===== src/sv/bfm_fifo.sv =====
// Small register queue between the front end and the back end.
module bfm_fifo #(
    parameter int DATA_BITS = 32,
    parameter int DEPTH     = 4
) (
    input  logic                 i_clk,
    input  logic                 i_rst_n,
    input  logic                 i_push,
    input  logic [DATA_BITS-1:0] i_wr_data,
    input  logic                 i_pop,
    output logic [DATA_BITS-1:0] o_rd_data,
    output logic                 o_full,
    output logic                 o_empty
);
    localparam int PTR_BITS = (DEPTH > 1) ? $clog2(DEPTH) : 1;
    localparam int CNT_BITS = $clog2(DEPTH + 1);

    logic [DATA_BITS-1:0] r_mem [DEPTH];
    logic [PTR_BITS-1:0]  r_wr_ptr, n_wr_ptr;
    logic [PTR_BITS-1:0]  r_rd_ptr, n_rd_ptr;
    logic [CNT_BITS-1:0]  r_count, n_count;

    assign o_rd_data = r_mem[r_rd_ptr];
    assign o_empty   = (r_count == '0);
    assign o_full    = (r_count == CNT_BITS'(DEPTH));

    always_comb begin
        n_wr_ptr = r_wr_ptr;
        n_rd_ptr = r_rd_ptr;
        n_count  = r_count;
        if (i_push) begin
            n_wr_ptr = (r_wr_ptr == PTR_BITS'(DEPTH - 1)) ? '0 : r_wr_ptr + PTR_BITS'(1);
        end
        if (i_pop) begin
            n_rd_ptr = (r_rd_ptr == PTR_BITS'(DEPTH - 1)) ? '0 : r_rd_ptr + PTR_BITS'(1);
        end
        if (i_push && !i_pop) begin
            n_count = r_count + CNT_BITS'(1);
        end else if (i_pop && !i_push) begin
            n_count = r_count - CNT_BITS'(1);
        end
    end

    always_ff @(posedge i_clk) begin
        if (!i_rst_n) begin
            r_wr_ptr <= '0;
            r_rd_ptr <= '0;
            r_count  <= '0;
        end else begin
            r_wr_ptr <= n_wr_ptr;
            r_rd_ptr <= n_rd_ptr;
            r_count  <= n_count;
        end
    end

    always_ff @(posedge i_clk) begin
        if (i_push) begin
            r_mem[r_wr_ptr] <= i_wr_data;
        end
    end

    a_no_push_full: assert property (@(posedge i_clk) disable iff (!i_rst_n)
        o_full |-> !i_push)
        else $error("push into a full queue");

    a_no_pop_empty: assert property (@(posedge i_clk) disable iff (!i_rst_n)
        o_empty |-> !i_pop)
        else $error("pop from an empty queue");

endmodule


===== config.mk =====
export PLATFORM = sky130hd
export DESIGN_NAME = bfm_fifo
export DESIGN_NICKNAME = d
export VERILOG_FILES = /design/src/sv/bfm_fifo.sv
export SDC_FILE = /design/constraint.sdc
export NUM_CORES = 1
export LEC_CHECK = 0
export BUFFER_PORTS_ARGS = -buffer_cell sky130_fd_sc_hd__clkbuf_2
export CAP_MARGIN = 20
export CORE_ASPECT_RATIO = 0.8
export CORE_MARGIN = 2
export CORE_UTILIZATION = 42
export DETAILED_ROUTE_END_ITERATION = 6
export PLACE_DENSITY_LB_ADDON = 0.05
export RECOVER_POWER = 100
export SLEW_MARGIN = 20
export SYNTH_ARGS = -nofsm -noshare
export SYNTH_HDL_FRONTEND = slang
export SYNTH_SLANG_ARGS = --single-unit

===== constraint.sdc =====
create_clock -name i_clk -period 5.1 [get_ports i_clk]
set_clock_uncertainty 0.1 [all_clocks]
set_input_delay 0.255 -clock i_clk [delete_from_list [all_inputs] [get_ports i_clk]]
set_output_delay 0.255 -clock i_clk [all_outputs]
set_load 0.01 [all_outputs]

==> flow_metrics.env <==
export IMPL_ys_seq_elements=137
export IMPL_cts_root_buffer="clkbuf_16"
export IMPL_finalInstanceArea_mm2=0.00644
export IMPL_cp_max_fo=32
export IMPL_cts_buffers=17
export IMPL_holdCritStartpoint="i_rst_n"
export IMPL_crit_required_ps=4970
export IMPL_n_antenna_cell=0
export IMPL_critPathCaptureType="flop"
export IMPL_grt_max_degree=33
export IMPL_area_delta_synth_final_pct=26.0
export IMPL_drive_gt1_share_pct=18.6
export IMPL_syn_nets=254
export IMPL_rsz0062_at_grt="false"
export IMPL_post_route_worst_setup_slack_ps=2160
export IMPL_timing_hold_violations_final=0
export IMPL_final_fill_count=961
export IMPL_critPathKind="reg2reg"
export IMPL_rows=36
export IMPL_firstDrtPassIters=4
export IMPL_dieHeight_um=103
export IMPL_maxCapViolCount=5
export IMPL_cp_startpoint="r_wr_ptr[0]"
export IMPL_clock_fmax_mhz=340
export IMPL_die_area_mm2=0.0131
export IMPL_leakagePower_uw=0.00209
export IMPL_boundaryPins=70
export IMPL_start_kind="flop"
export IMPL_ant_nets=0
export IMPL_place_congestion=0.628
export IMPL_violations="max-capacitance violations, max-slew violations"
export IMPL_avgSynthCellArea_um2=24.2
export IMPL_grt_pass1_wl_mm=13.1
export IMPL_final_nets=368
export IMPL_track_usage_pct=14.0
export IMPL_hp_class="in2reg"
export IMPL_viasPerCell=4.82
export IMPL_cts_tree="done"
export IMPL_slew_viol_final=165
export IMPL_wl_per_cell_um=17.4
export IMPL_cp_cell_sequence="ha_1 > and2_0"
export IMPL_synthTopCellsByArea="edfxtp_1 75%, mux4_2 13%, dfxtp_1 3.5%"
export IMPL_drt_iter0_markers=134
export IMPL_cp_top_family="simple AND/OR/NAND/NOR gates"
export IMPL_synthTopCellsByCount="128 x edfxtp_1, 30 x mux4_2, 9 x dfxtp_1"
export IMPL_critPathMaxStageDelay_ps=1810
export IMPL_max_slew_margin_pct=-65.8
export IMPL_crit_buf_inv=0
export IMPL_finalSetupViolations=0
export IMPL_gr_total_overflow=0
export IMPL_worst_pin_slew_ps=2490
export IMPL_synth_cell_types=22
export IMPL_drt_total_wl_mm=8.51
export IMPL_netlist_area_mm2=0.00512
export IMPL_clkSinkCount=137
export IMPL_async_flop_share_pct=0
export IMPL_drc_errors=0
export IMPL_chipWidth_um=127
export IMPL_yosysWarnings=0
export IMPL_ctsResizeCount=0
export IMPL_crit_arrival_ps=2810
export IMPL_synth_top_area_share_pct=75.1
export IMPL_yosysTopAreaCell="edfxtp_1"
export IMPL_yosysMostFrequentCell="edfxtp_1"
export IMPL_status="finished with violations"
export IMPL_antenna_found_initial=0
export IMPL_min_period_over_period_pct=57.6
export IMPL_core_area_mm2=0.0120
export IMPL_power_density_mw_per_mm2=439
export IMPL_clock_latency_ps=410
export IMPL_tns_ps=0
export IMPL_synth_edff_count=128
export IMPL_post_route_min_period_ps=2940
export IMPL_reg2reg_from="r_wr_ptr[0]"
export IMPL_cts_buffer_depth=2
export IMPL_via_count=2362
export IMPL_syn_inst=211
export IMPL_multiInputGateArea_um2=991
export IMPL_path_clk_slew_ps=50
export IMPL_ys_seq_area_share_pct=78.7
export IMPL_pre_cts_slack_ps=2980
export IMPL_initial_core_util_pct=42.5
export IMPL_irDropWorstVdd_mv=0.304
export IMPL_placed_cell_area_mm2=0.00558
export IMPL_dp_hpwl_mm=4.66
export IMPL_post_cts_buffers=0
export IMPL_ys_flop_type="edfxtp_1"
export IMPL_crit_slowest_cell="and2_0"
export IMPL_htreeDepth=4
export IMPL_area_sequential_mm2=0.00403
export IMPL_first_global_vias=2440
export IMPL_io_buffer_count=69
==> per-layer routing <==
| metal | global-route usage [%] | share of wire (%) | wire [um] |
|---|---|---|---|
| met3 | 4.88 | 4.4 | 372 |
| met2 | 22.0 | 48 | 4110 |
| met1 | 18.2 | 46 | 3920 |
| met5 | 0 | 0 | 0 |
| met4 | 5.83 | 1.2 | 104 |
==> layout make-up <==
class	count	area share [%]
tap	152	2.95
clock inverter	13	3.11
timing repair buffer	102	9.16
sequential	137	62.5
inverter	4	0.233
multi-input combinational	63	15.4
clock buffer	19	6.72
==> what timing repair did <==
item / CTS / global route
hold buffers: 32 / 0
endpoints found under the hold margin: 128 / 0
setup endpoints to repair: 0 / 0
==> power by group <==
part	internal, uW	switching [uW]	leakage [uW]
sequential	1290	24.8	0.00125
combinational	101	109	0.000542
clock	864	442	0.000302
total	2260	575	0.00209
==> state kept, by name, summed over array words and instances (netlist names), named ones only <==
name	count
r_wr_ptr	2
r_mem	128
r_rd_ptr	2
r_count	3
==> stage by stage <==
step / cells / util, % / hold WS (ps) / power (uW)
2_1_floorplan: 211 / - / 254 / 1460
3_3_place_gp: 426 / 46.4 / 376 / 1540
3_5_place_dp: 426 / 46.4 / 378 / 1540
4_1_cts: 490 / 54.3 / 52.8 / 2880
5_1_grt: 490 / 53.6 / 63.3 / 2930
6_report: 490 / 53.6 / 55.6 / 2830
==> worst paths after layout <==
path	end	depth (start not counted)	slack [ps]
setup / recovery	r_mem[1][10]	2	2160
hold / removal	r_count[0]	2	60
setup reg to reg	r_mem[1][10]	2	2160
hold reg to reg	r_count[2]	2	410
==> layout by cell type (no fill, tap or decap), types with 2 or more instances in the layout <==
cell type,netlist,routed
inv_1,4,4
dlygate4sd3_1,0,32
ha_1,6,6
mux4_1,2,2
nor2b_1,5,5
clkbuf_1,0,68
clkinv_1,0,2
mux2i_1,4,4
nor3_1,2,2
edfxtp_1,128,128
clkbuf_16,0,17
clkinvlp_4,0,2
clkbuf_2,0,3
mux4_2,30,30
clkinv_2,0,2
and2_0,0,4
bufinv_16,0,5
dfxtp_1,9,8
==> kinds of logic after synthesis <==
group           count (synthesis)  share of synthesized area [%]
mux                            36                           15.0
flops                         137                           78.7
xor+xnor                        2                          0.342
fa+ha+maj                       7                           1.86
buf+inv                        11                           1.98
simple gates                   15                           1.76
compound gates                  3                          0.391
==> worst register-to-register path, delay by kind of cell (launching register included) <==
kind,cells,cell delay (ps)
adders and majority gates,1,170
DFF,1,400
and+or+nand+nor,1,1810
Power figures use the tool's default switching activity.
