**src/sv/bfm_pkg.sv**
```systemverilog
// Shared types and constants of the 3x3 box mean filter.
package bfm_pkg;

    // Command field of an input item
    localparam logic CMD_PIXEL = 1'b0;
    localparam logic CMD_DRAIN = 1'b1;

    // Configuration port
    localparam int CFG_INDEX_BITS = 4;
    localparam int CFG_DATA_BITS  = 16;
    typedef logic [CFG_INDEX_BITS-1:0] t_cfg_index;
    localparam t_cfg_index REG_WIDTH  = t_cfg_index'(0);
    localparam t_cfg_index REG_HEIGHT = t_cfg_index'(1);
    localparam int WIDTH_REG_BITS  = 11;
    localparam int HEIGHT_REG_BITS = 13;

    // Frame geometry
    localparam int MAX_HEIGHT   = 4096;
    localparam int ROW_BITS     = 12;  // row inside the frame
    localparam int IN_ROW_BITS  = 13;  // input row, runs past the frame while draining
    localparam int RST_WIDTH    = 1024;
    localparam int RST_HEIGHT   = 1024;

    // Pixel ports
    localparam int PIX_PORT_BITS = 16;

    // Division by nine: q = (s * DIV9_MUL) >> DIV9_SHIFT, exact for s < 2**SUM_BITS_MAX
    localparam int SUM_BITS_MAX = 20;
    localparam int DIV9_BITS    = 21;
    localparam int DIV9_SHIFT   = 24;
    localparam logic [DIV9_BITS-1:0] DIV9_MUL = 21'd1864136;
    localparam int PROD_BITS    = SUM_BITS_MAX + DIV9_BITS;

    // Queue size between front and back
    localparam int QUEUE_DEPTH = 4;

    // Classification of one item, carried from the front to the back
    typedef struct packed {
        logic emit;    // item releases one result
        logic border;  // result passes the centre through
        logic last;    // result closes the frame
    } t_work_ctl;

endpackage

```
**src/sv/bfm_front.sv**
```systemverilog
// Front end: configuration registers, raster counters and item classification.
module bfm_front #(
    parameter int MAX_WIDTH  = 1024,
    parameter int PIXEL_BITS = 16,
    localparam int COL_BITS  = $clog2(MAX_WIDTH)
) (
    input  logic                                i_clk,
    input  logic                                i_rst_n,
    input  logic                                i_cfg_valid,
    input  bfm_pkg::t_cfg_index                 i_cfg_index,
    input  logic [bfm_pkg::CFG_DATA_BITS-1:0]   i_cfg_data,
    input  logic                                i_accept,
    input  logic                                i_command,
    input  logic [bfm_pkg::PIX_PORT_BITS-1:0]   i_pixel_in,
    output logic                                o_push,
    output logic [PIXEL_BITS-1:0]               o_pix,
    output logic [COL_BITS-1:0]                 o_col,
    output bfm_pkg::t_work_ctl                  o_ctl
);
    import bfm_pkg::*;

    localparam int W_RST = (MAX_WIDTH < RST_WIDTH) ? MAX_WIDTH : RST_WIDTH;

    logic [COL_BITS-1:0]    r_w_last, n_w_last;
    logic [ROW_BITS-1:0]    r_h_last, n_h_last;
    logic [IN_ROW_BITS-1:0] r_in_row, n_in_row;
    logic [COL_BITS-1:0]    r_in_col, n_in_col;
    logic [ROW_BITS-1:0]    r_out_row, n_out_row;
    logic [COL_BITS-1:0]    r_out_col, n_out_col;

    logic                   w_tail;
    logic                   w_skip;
    logic                   w_emit;
    logic                   w_border;
    logic                   w_last;
    logic [12:0]            w_wval;
    logic [12:0]            w_hval;

    assign w_tail   = r_in_row > IN_ROW_BITS'(r_h_last);
    assign w_skip   = !w_tail && (i_command == CMD_DRAIN);
    assign w_emit   = (r_in_row >= IN_ROW_BITS'(2))
                   || ((r_in_row == IN_ROW_BITS'(1)) && (r_in_col != '0));
    assign w_border = (r_out_row == '0) || (r_out_row == r_h_last)
                   || (r_out_col == '0) || (r_out_col == r_w_last);
    assign w_last   = (r_out_row == r_h_last) && (r_out_col == r_w_last);

    assign o_push = i_accept && !w_skip;
    assign o_pix  = w_tail ? '0 : i_pixel_in[PIXEL_BITS-1:0];
    assign o_col  = r_in_col;
    assign o_ctl  = '{emit: w_emit, border: w_border, last: w_last};

    assign w_wval = {2'b00, i_cfg_data[WIDTH_REG_BITS-1:0]};
    assign w_hval = i_cfg_data[HEIGHT_REG_BITS-1:0];

    always_comb begin
        n_w_last  = r_w_last;
        n_h_last  = r_h_last;
        n_in_row  = r_in_row;
        n_in_col  = r_in_col;
        n_out_row = r_out_row;
        n_out_col = r_out_col;
        if (i_cfg_valid) begin
            unique case (i_cfg_index)
                REG_WIDTH: begin
                    if (w_wval == '0) begin
                        n_w_last = '0;
                    end else if (w_wval > 13'(MAX_WIDTH)) begin
                        n_w_last = COL_BITS'(MAX_WIDTH - 1);
                    end else begin
                        n_w_last = COL_BITS'(w_wval - 13'd1);
                    end
                    n_in_row  = '0;
                    n_in_col  = '0;
                    n_out_row = '0;
                    n_out_col = '0;
                end
                REG_HEIGHT: begin
                    if (w_hval == '0) begin
                        n_h_last = '0;
                    end else if (w_hval > 13'(MAX_HEIGHT)) begin
                        n_h_last = ROW_BITS'(MAX_HEIGHT - 1);
                    end else begin
                        n_h_last = ROW_BITS'(w_hval - 13'd1);
                    end
                    n_in_row  = '0;
                    n_in_col  = '0;
                    n_out_row = '0;
                    n_out_col = '0;
                end
                default: begin
                end
            endcase
        end else if (o_push) begin
            if (r_in_col == r_w_last) begin
                n_in_col = '0;
                n_in_row = r_in_row + IN_ROW_BITS'(1);
            end else begin
                n_in_col = r_in_col + COL_BITS'(1);
            end
            if (w_emit) begin
                if (r_out_col == r_w_last) begin
                    n_out_col = '0;
                    n_out_row = r_out_row + ROW_BITS'(1);
                end else begin
                    n_out_col = r_out_col + COL_BITS'(1);
                end
                // closing result starts the next frame
                if (w_last) begin
                    n_in_row  = '0;
                    n_in_col  = '0;
                    n_out_row = '0;
                    n_out_col = '0;
                end
            end
        end
    end

    always_ff @(posedge i_clk) begin
        if (!i_rst_n) begin
            r_w_last  <= COL_BITS'(W_RST - 1);
            r_h_last  <= ROW_BITS'(RST_HEIGHT - 1);
            r_in_row  <= '0;
            r_in_col  <= '0;
            r_out_row <= '0;
            r_out_col <= '0;
        end else begin
            r_w_last  <= n_w_last;
            r_h_last  <= n_h_last;
            r_in_row  <= n_in_row;
            r_in_col  <= n_in_col;
            r_out_row <= n_out_row;
            r_out_col <= n_out_col;
        end
    end

    a_in_col_in_row: assert property (@(posedge i_clk) disable iff (!i_rst_n)
        r_in_col <= r_w_last)
        else $error("input column beyond row end");

    a_out_pos_in_frame: assert property (@(posedge i_clk) disable iff (!i_rst_n)
        (r_out_col <= r_w_last) && (r_out_row <= r_h_last))
        else $error("output position outside the frame");

endmodule

```
**config.mk**
```make
export PLATFORM = sky130hd
export DESIGN_NAME = bfm_front
export DESIGN_NICKNAME = d
export VERILOG_FILES = /design/src/sv/bfm_pkg.sv /design/src/sv/bfm_front.sv
export SDC_FILE = /design/constraint.sdc
export NUM_CORES = 1
export LEC_CHECK = 0
export BUFFER_PORTS_ARGS = -buffer_cell sky130_fd_sc_hd__buf_2
export CORE_MARGIN = 2
export CORE_UTILIZATION = 50
export CTS_CLUSTER_DIAMETER = 80
export DETAILED_ROUTE_END_ITERATION = 7
export GPL_ROUTABILITY_DRIVEN = 0
export GPL_TIMING_DRIVEN = 1
export PLACE_DENSITY_LB_ADDON = 0.1
export SLEW_MARGIN = 20
export SYNTH_ARGS = -nofsm -noshare
export SYNTH_HDL_FRONTEND = slang
export SYNTH_SLANG_ARGS = --single-unit
```
**constraint.sdc**
```tcl
create_clock -name i_clk -period 2.6 [get_ports i_clk]
set_input_delay 0.13 -clock i_clk [delete_from_list [all_inputs] [get_ports i_clk]]
set_output_delay 0.13 -clock i_clk [all_outputs]
set_load 0.005 [all_outputs]
```
==> flow_summary_export.csv, run 1 <==
group,metric,value,unit
status,status,"completed",
drt,viasPerCell,6.09,
timing,setup_viol,0,
drt,drc,0,
critical_path,worstPathCellList,"inv_1 > ha_1 > and4b_2 > a2111oi_4 > a21oi_4 > buf_12 > or4_1 > a211oi_2",
power,combinationalPowerShare,11.7,%
timing,maxSlewViolCount,0,
drt,avgRoutedWirePerCell,17.2,µm
clock_network,clk_pin_slew,90,ps
global_routing,globalRouteTotalUtil,27.9,%
critical_path,worst_ep_arrival_time,2840,ps
placed_design,place_area,5320,µm²
logic_synthesis,synth_cell_type_count,54,
drt,drt_iter0_markers,364,
floorplan,start_util,50.8,%
power,p_sw_share,27.8,%
timing,fin_setup_tns,0,ps
power,power_frac_clock,41.5,%
logic_synthesis,avgSynthCellArea,7.78,µm²
timing,fin_crit,2550,ps
clock_network,cts_tree,"done",
critical_path,worst_setup_path_end_kind,"flip-flop",
worst_hold_path,hold_path.class,"primary input to flip-flop",
power,leakage,2.17,nW
critical_path,crit_slowest_cell,"or4_1",
timing,rsz0062_at_grt,"true",
clock_network,htreeDepth,3,
logic_synthesis,synth_top_area_share,29.1,%
logic_synthesis,ys_async_sr_fraction,0,%
timing,worst_slew_pin_slew,610,ps
final_layout,drive_gt1_share,24.3,%
logic_synthesis,synthTopCellsByArea,"dfxtp_1, xnor2_1, ha_1",
final_layout,nets,753,
floorplan,num_io_pins,71,
critical_path,crit_family,"compound AO/OA/AOI/OAI gates",
clock_network,clkLatencyLatePin,360,ps
clock_network,numCtsBuffers,9,
timing,hold_ws,63.9,ps
critical_path,worst_path_largest_cell_delay,520,ps
drt,num_vias,4912,
clock_network,cts_num_sinks,67,
placed_design,dp_hpwl,10.1,mm
global_routing,grt_pass1_vias,4421,
global_routing,grt_overflow,0,
job,cap_violations,0,
placed_design,io_buffers,67,
floorplan,core.rowCount,35,
final_layout,postLayoutCellArea,5680,µm²
logic_synthesis,synth_edf_count,0,
power,power.internal,1.61,mW
logic_synthesis,ys_seq_elements,67,
drt,ant_nets,0,
logic_synthesis,syn-num-nets,655,
clock_network,hold_buffers,0,
timing,fmax,0.392,GHz
power,powerDensity,393,nW/µm²
logic_synthesis,ys.flop_type,"dfxtp_1",
power,pwr-share-seq,46.8,%
critical_path,path_max_fanout,27,
timing,clock_skew,17.5,ps
power,netSwitchingPower,0.620,mW
logic_synthesis,yosysTopAreaCell,"dfxtp_1",
critical_path,critPathBufInv,2,
clock_network,clockBufferDepth,2,
floorplan,die_h,100,µm
critical_path,path_class,"flip-flop to flip-flop",
power,design_power_total,2.23,mW
final_layout,final_core_util,62.7,%
floorplan,core-area,9060,µm²
drt,drt_pass1_iterations,5,
critical_path,cp-start-kind,"flip-flop",
floorplan,die_area,9990,µm²
timing,slew_headroom,58.9,%
logic_synthesis,syn_inst,592,
clock_network,cts-root-buf,"clkbuf_8",
final_layout,area_growth,23.5,%
power,peakVddDrop,0.291,mV
timing,timing.final.crit_share,98.1,%
global_routing,grt_max_degree,54,
logic_synthesis,ys_seq_area_share,29.1,%
logic_synthesis,yosys_warnings,0,
global_routing,grt_pass1_wl,22.1,mm
timing,hold_violations,0,
global_routing,antenna_found_initial,0,
logic_synthesis,syn_area,4600,µm²
floorplan,die_w,100,µm
drt,wl,13.8,mm
final_layout,diodes,0,
critical_path,cp.required,2890,ps
Yosys cell counts (12+ instances only):
library cell and n:
nor4_1 12, nand3_1 28, nor2_1 22, nand2_1 55
or3_1 15, dfxtp_1 67, o21ai_0 28, ha_1 22
nand4_1 18, xnor2_1 39, nor3_1 15, a211oi_1 25
inv_1 37, clkbuf_1 25, and2_1 17, a21oi_1 42
state kept, by name, indices dropped and copies added, names as in the netlist:
register,count
r_out_col,10
r_in_row,13
r_out_row,12
r_h_last,12
o_col,10
r_w_last,10
through the flow:
stage | worst slack [ps] | cells
after detailed placement | -103 | 784
after CTS | 2.27 | 805
after global placement | 34.1 | 784
after global routing | -49.0 | 806
final | 50.3 | 806
after floorplan | 74.3 | 592
what timing repair did:
action                     in CTS  in global routing
pin swaps                       9                 10
gates resized for setup        11                 14
setup endpoints to repair      22                 56
hold endpoints to repair        0                  0
setup buffers                   3                  1
gates cloned                    2                  0
worst min-delay path: stages:
cell and delay [ps]:
buf_2 130, o21ai_0 90, nand2_1 50
metal layers:
layer | share of wire, % | global-route usage (%) | vias up
met5 | 0 | 0 | -
met2 | 46 | 43.1 | 155
met4 | 2.4 | 10.7 | 0
met3 | 5.2 | 3.69 | 32
li1 | - | - | 2388
met1 | 46 | 39.6 | 2337
layout make-up:
cell class                 instances  area [µm²]
fill                             822        3380
multi-input combinational        455        3090
sequential                        67        1350
timing repair buffer             120         766
clock buffer                      11         141
inverter                          37         139
tap                              111         139
clock inverter                     5        61.3
layout by cell type (no fill, tap or decap), drive strengths merged, types with 16 or more instances in the layout:
cell type	Yosys	final
buf	10	120
dfxtp	67	67
nand2	55	57
a21oi	44	44
xnor2	39	39
inv	37	38
o21ai	29	29
nand3	28	28
a211oi	28	28
nor2	22	22
ha	22	22
nand4	18	18
and2	17	17
nor3	16	16
power groups by stage:
stage          Combinational, mW  Sequential [mW]  Clock [mW]
6_report                   0.261             1.05       0.926
2_1_floorplan              0.139             1.07           0
3_3_place_gp               0.244             1.07           0
5_1_grt                    0.284             1.05       0.975
4_1_cts                    0.255             1.04       0.938
3_5_place_dp               0.250             1.07           0
path summary, 6_finish.rpt:
check | cells past startpoint | start | endpoint | slack [ps]
max | 8 | r_h_last[11]$_SDFFE_PN0P_ | o_col[6]$_SDFFE_PN0P_ | 50
min | 3 | i_cfg_data[12] | r_h_last[0]$_SDFFE_PN1P_ | 60
max reg2reg | 8 | r_h_last[11]$_SDFFE_PN0P_ | o_col[6]$_SDFFE_PN0P_ | 50
min reg2reg | 2 | r_h_last[4]$_SDFFE_PN1P_ | r_h_last[4]$_SDFFE_PN1P_ | 530
kinds of logic after synthesis:
family,after synthesis,synth area share (%)
flops,67,29.1
fa+ha+maj,22,5.98
compound gates,160,23.2
buf+inv,72,6.50
xor+xnor,43,8.18
simple gates,227,26.8
mux,1,0.217
Note: power is estimated with default switching activity, not from simulation.
==> inputs of run 2 (changes only) <==
- ABC_AREA: not set -> 1
==> run 2 against run 1 <==
Net effect:
- combinational power increased by 79%
- first-iteration DRC count decreased by 38%
- hold slack improved by 25 ps
- register-to-register slack improved by 210 ps
- clock skew decreased by 5.5 ps
- final area increased by 6.0%
- maximum frequency increased by 8.4%
- die area increased by 18%
- global-route usage decreased by 3.0 points
- clock power decreased by 8.1%
- utilization decreased by 6.6 points
- critical path depth increased by 2
==> flow_summary_export.csv, run 2 <==
group,metric,value,unit
status,status,"completed",
final_layout,final_cells,1037,
floorplan,core-area,10700,µm²
worst_hold_path,holdPathEnd,"o_col[4]$_SDFFE_PN0P_",
global_routing,globalRouteTotalUtil,24.9,%
critical_path,path_class,"flip-flop to output pin",
drt,highest_layer,"met4",
logic_synthesis,syn-num-nets,900,
clock_network,clk_pin_slew,80,ps
drt,avgRoutedWirePerCell,13.8,µm
critical_path,cp-start-kind,"flip-flop",
drt,met3_length,631,µm
logic_synthesis,syn_inst,837,
worst_hold_path,whs_path_depth,3,
power,powerDensity,402,nW/µm²
job,cap_violations,0,
clock_network,cts_num_sinks,67,
logic_synthesis,ys_seq_area_share,24.5,%
drt,drt_pass1_iterations,5,
power,design_power_total,2.42,mW
drt,num_vias,5389,
final_layout,drive_gt1_share,20.4,%
timing,fmax,0.425,GHz
timing,rsz0062_at_grt,"false",
critical_path,r2r_start,"r_h_last[11]$_SDFFE_PN0P_",
clock_network,clockBufferDepth,2,
final_layout,largest_register,"r_in_row",
worst_hold_path,hold_path.class,"primary input to flip-flop",
final_layout,largest_register_ffs,13,
clock_network,cts_resized,0,
critical_path,path_max_fanout,16,
final_layout,nets,955,
timing,maxSlewViolCount,0,
drt,drt_iter0_markers,226,
global_routing,grt_overflow,0,
critical_path,worst_r2r_path_depth,13,
clock_network,cts_setup_buffers,0,
logic_synthesis,synth_common_cells,"nand2_1, inv_1, nor2_1, dfxtp_1, nand3_1",
floorplan,die_h,109,µm
logic_synthesis,post-synth-top-count-cell,"nand2_1",
timing,hold_ws,88.5,ps
global_routing,grt_max_degree,38,
floorplan,die_area,11800,µm²
global_routing,grt_pass1_vias,4891,
critical_path,cp.required,2470,ps
clock_network,cts_tree,"done",
worst_hold_path,hp-start,"i_rst_n",
timing,clock_skew,12.0,ps
drt,ant_nets,0,
power,leakage,2.73,nW
placed_design,place_area,5840,µm²
drt,drc,0,
timing,setup_viol,0,
floorplan,die_w,109,µm
timing,slew_headroom,42.2,%
floorplan,start_util,50.9,%
timing,hold_violations,0,
timing,layout_setup_ws,248,ps
logic_synthesis,yosysTopAreaCell,"dfxtp_1",
final_layout,largest_registers,"r_in_row (13), r_h_last (12), r_out_row (12)",
final_layout,final_cell_mix,"nand2_1, inv_1, nor2_1, buf_2, dfxtp_1",
drt,wl,14.3,mm
final_layout,diodes,0,
global_routing,grt_pass1_wl,23.1,mm
drt,viasPerCell,5.20,
critical_path,reg2reg_slack,260,ps
placed_design,dp_slack,286,ps
timing,timing.final.crit_share,90.5,%
placed_design,io_buffers,67,
global_routing,antenna_found_initial,0,
logic_synthesis,ys_seq_elements,67,
logic_synthesis,syn_area,5470,µm²
critical_path,worst_ep_arrival_time,2220,ps
floorplan,num_io_pins,71,
drt,met1_length,6.42,mm
floorplan,core.rowCount,38,
clock_network,cts-root-buf,"clkbuf_8",
critical_path,worst_setup_path_end_kind,"output pin",
logic_synthesis,synth_cell_type_count,41,
logic_synthesis,ys_async_sr_fraction,0,%
clock_network,numCtsBuffers,9,
logic_synthesis,synthTopCellsByArea,"dfxtp_1, nand2_1, inv_1",
timing,fin_crit,2350,ps
logic_synthesis,avgSynthCellArea,6.54,µm²
clock_network,clkLatencyLatePin,370,ps
clock_network,htreeDepth,3,
final_layout,postLayoutCellArea,6020,µm²
critical_path,rr_endpoint,"r_out_row[7]$_SDFFE_PN0P_",
timing,fin_setup_tns,0,ps
logic_synthesis,synth_top_area_share,24.5,%
placed_design,post-place-cells,1021,
power,peakVddDrop,0.231,mV
logic_synthesis,synth_edf_count,0,
placed_design,dp_hpwl,10.8,mm
final_layout,final_core_util,56.1,%
critical_path,crit_start,"r_h_last[11]$_SDFFE_PN0P_",
clock_network,hold_buffers,0,
logic_synthesis,ys.flop_type,"dfxtp_1",
logic_synthesis,yosys_warnings,0,
timing,worst_slew_pin_slew,866,ps
final_layout,final_common_cell,"nand2_1",
final_layout,area_growth,10.1,%
drt,wl_met2,6.70,mm
-- run 2: cell types whose count changed after synthesis, sizes merged, moves of 20 or more --
cell | before | now
nand2 | 55 | 222
xor2 | 4 | 35
xnor2 | 39 | 15
nor2 | 22 | 97
inv | 37 | 110
buf | 10 | 30
nand3 | 28 | 72
a211oi | 28 | 0
-- run 2: kinds of logic after synthesis --
logic type               count (synthesis)  synth area share [%]
buffers and inverters                  149                  12.4
AO/OA/AOI/OAI                          100                  11.4
adder cells (fa/ha/maj)                 22                  5.03
XOR/XNOR                                50                  8.00
flip-flops                              67                  24.5
AND/OR/NAND/NOR                        449                  38.6
-- run 2: worst max-delay path by stage --
stage	endpoint	slack (ps)	cells past startpoint
3_3_place_gp	r_out_row[0]$_SDFFE_PN0P_	320	13
5_1_grt	o_pix[5]	30	12
3_5_place_dp	r_out_row[7]$_SDFFE_PN0P_	290	13
6_report	o_pix[5]	250	10
4_1_cts	o_pix[3]	210	10
2_1_floorplan	r_out_row[10]$_SDFFE_PN0P_	750	16
-- run 2: where the power goes --
group          leakage [nW]  switching (mW)  internal [mW]
registers             0.544          0.0470           1.06
logic                  2.10           0.300          0.168
clock network        0.0880           0.451          0.400
total                  2.73           0.798           1.62
-- run 2: final cells by class --
cell class,instances,area (µm²)
fillers,1100,4720
multi-input cells,621,3450
flip-flops and latches,67,1340
repair buffers,83,455
inverters,110,413
well taps,140,175
clock buffers,11,151
clock inverters,5,36.3
-- run 2: routing by layer --
| layer | up-vias | track usage [%] |
|---|---|---|
| met4 | 0 | 12.1 |
| met2 | 126 | 43.6 |
| met1 | 2444 | 30.3 |
| li1 | 2783 | - |
| met3 | 36 | 2.81 |
| met5 | - | 0 |
-- run 2: worst max-delay path, cell delays in order (launching register included) --
cell and delay, ps:
dfxtp_1 380, inv_1 80, ha_1 310, nand4_2 140
nor2_2 140, nand2_1 60, nand2_1 60, nand2_1 100
inv_1 350, nor2_1 80, buf_2 140
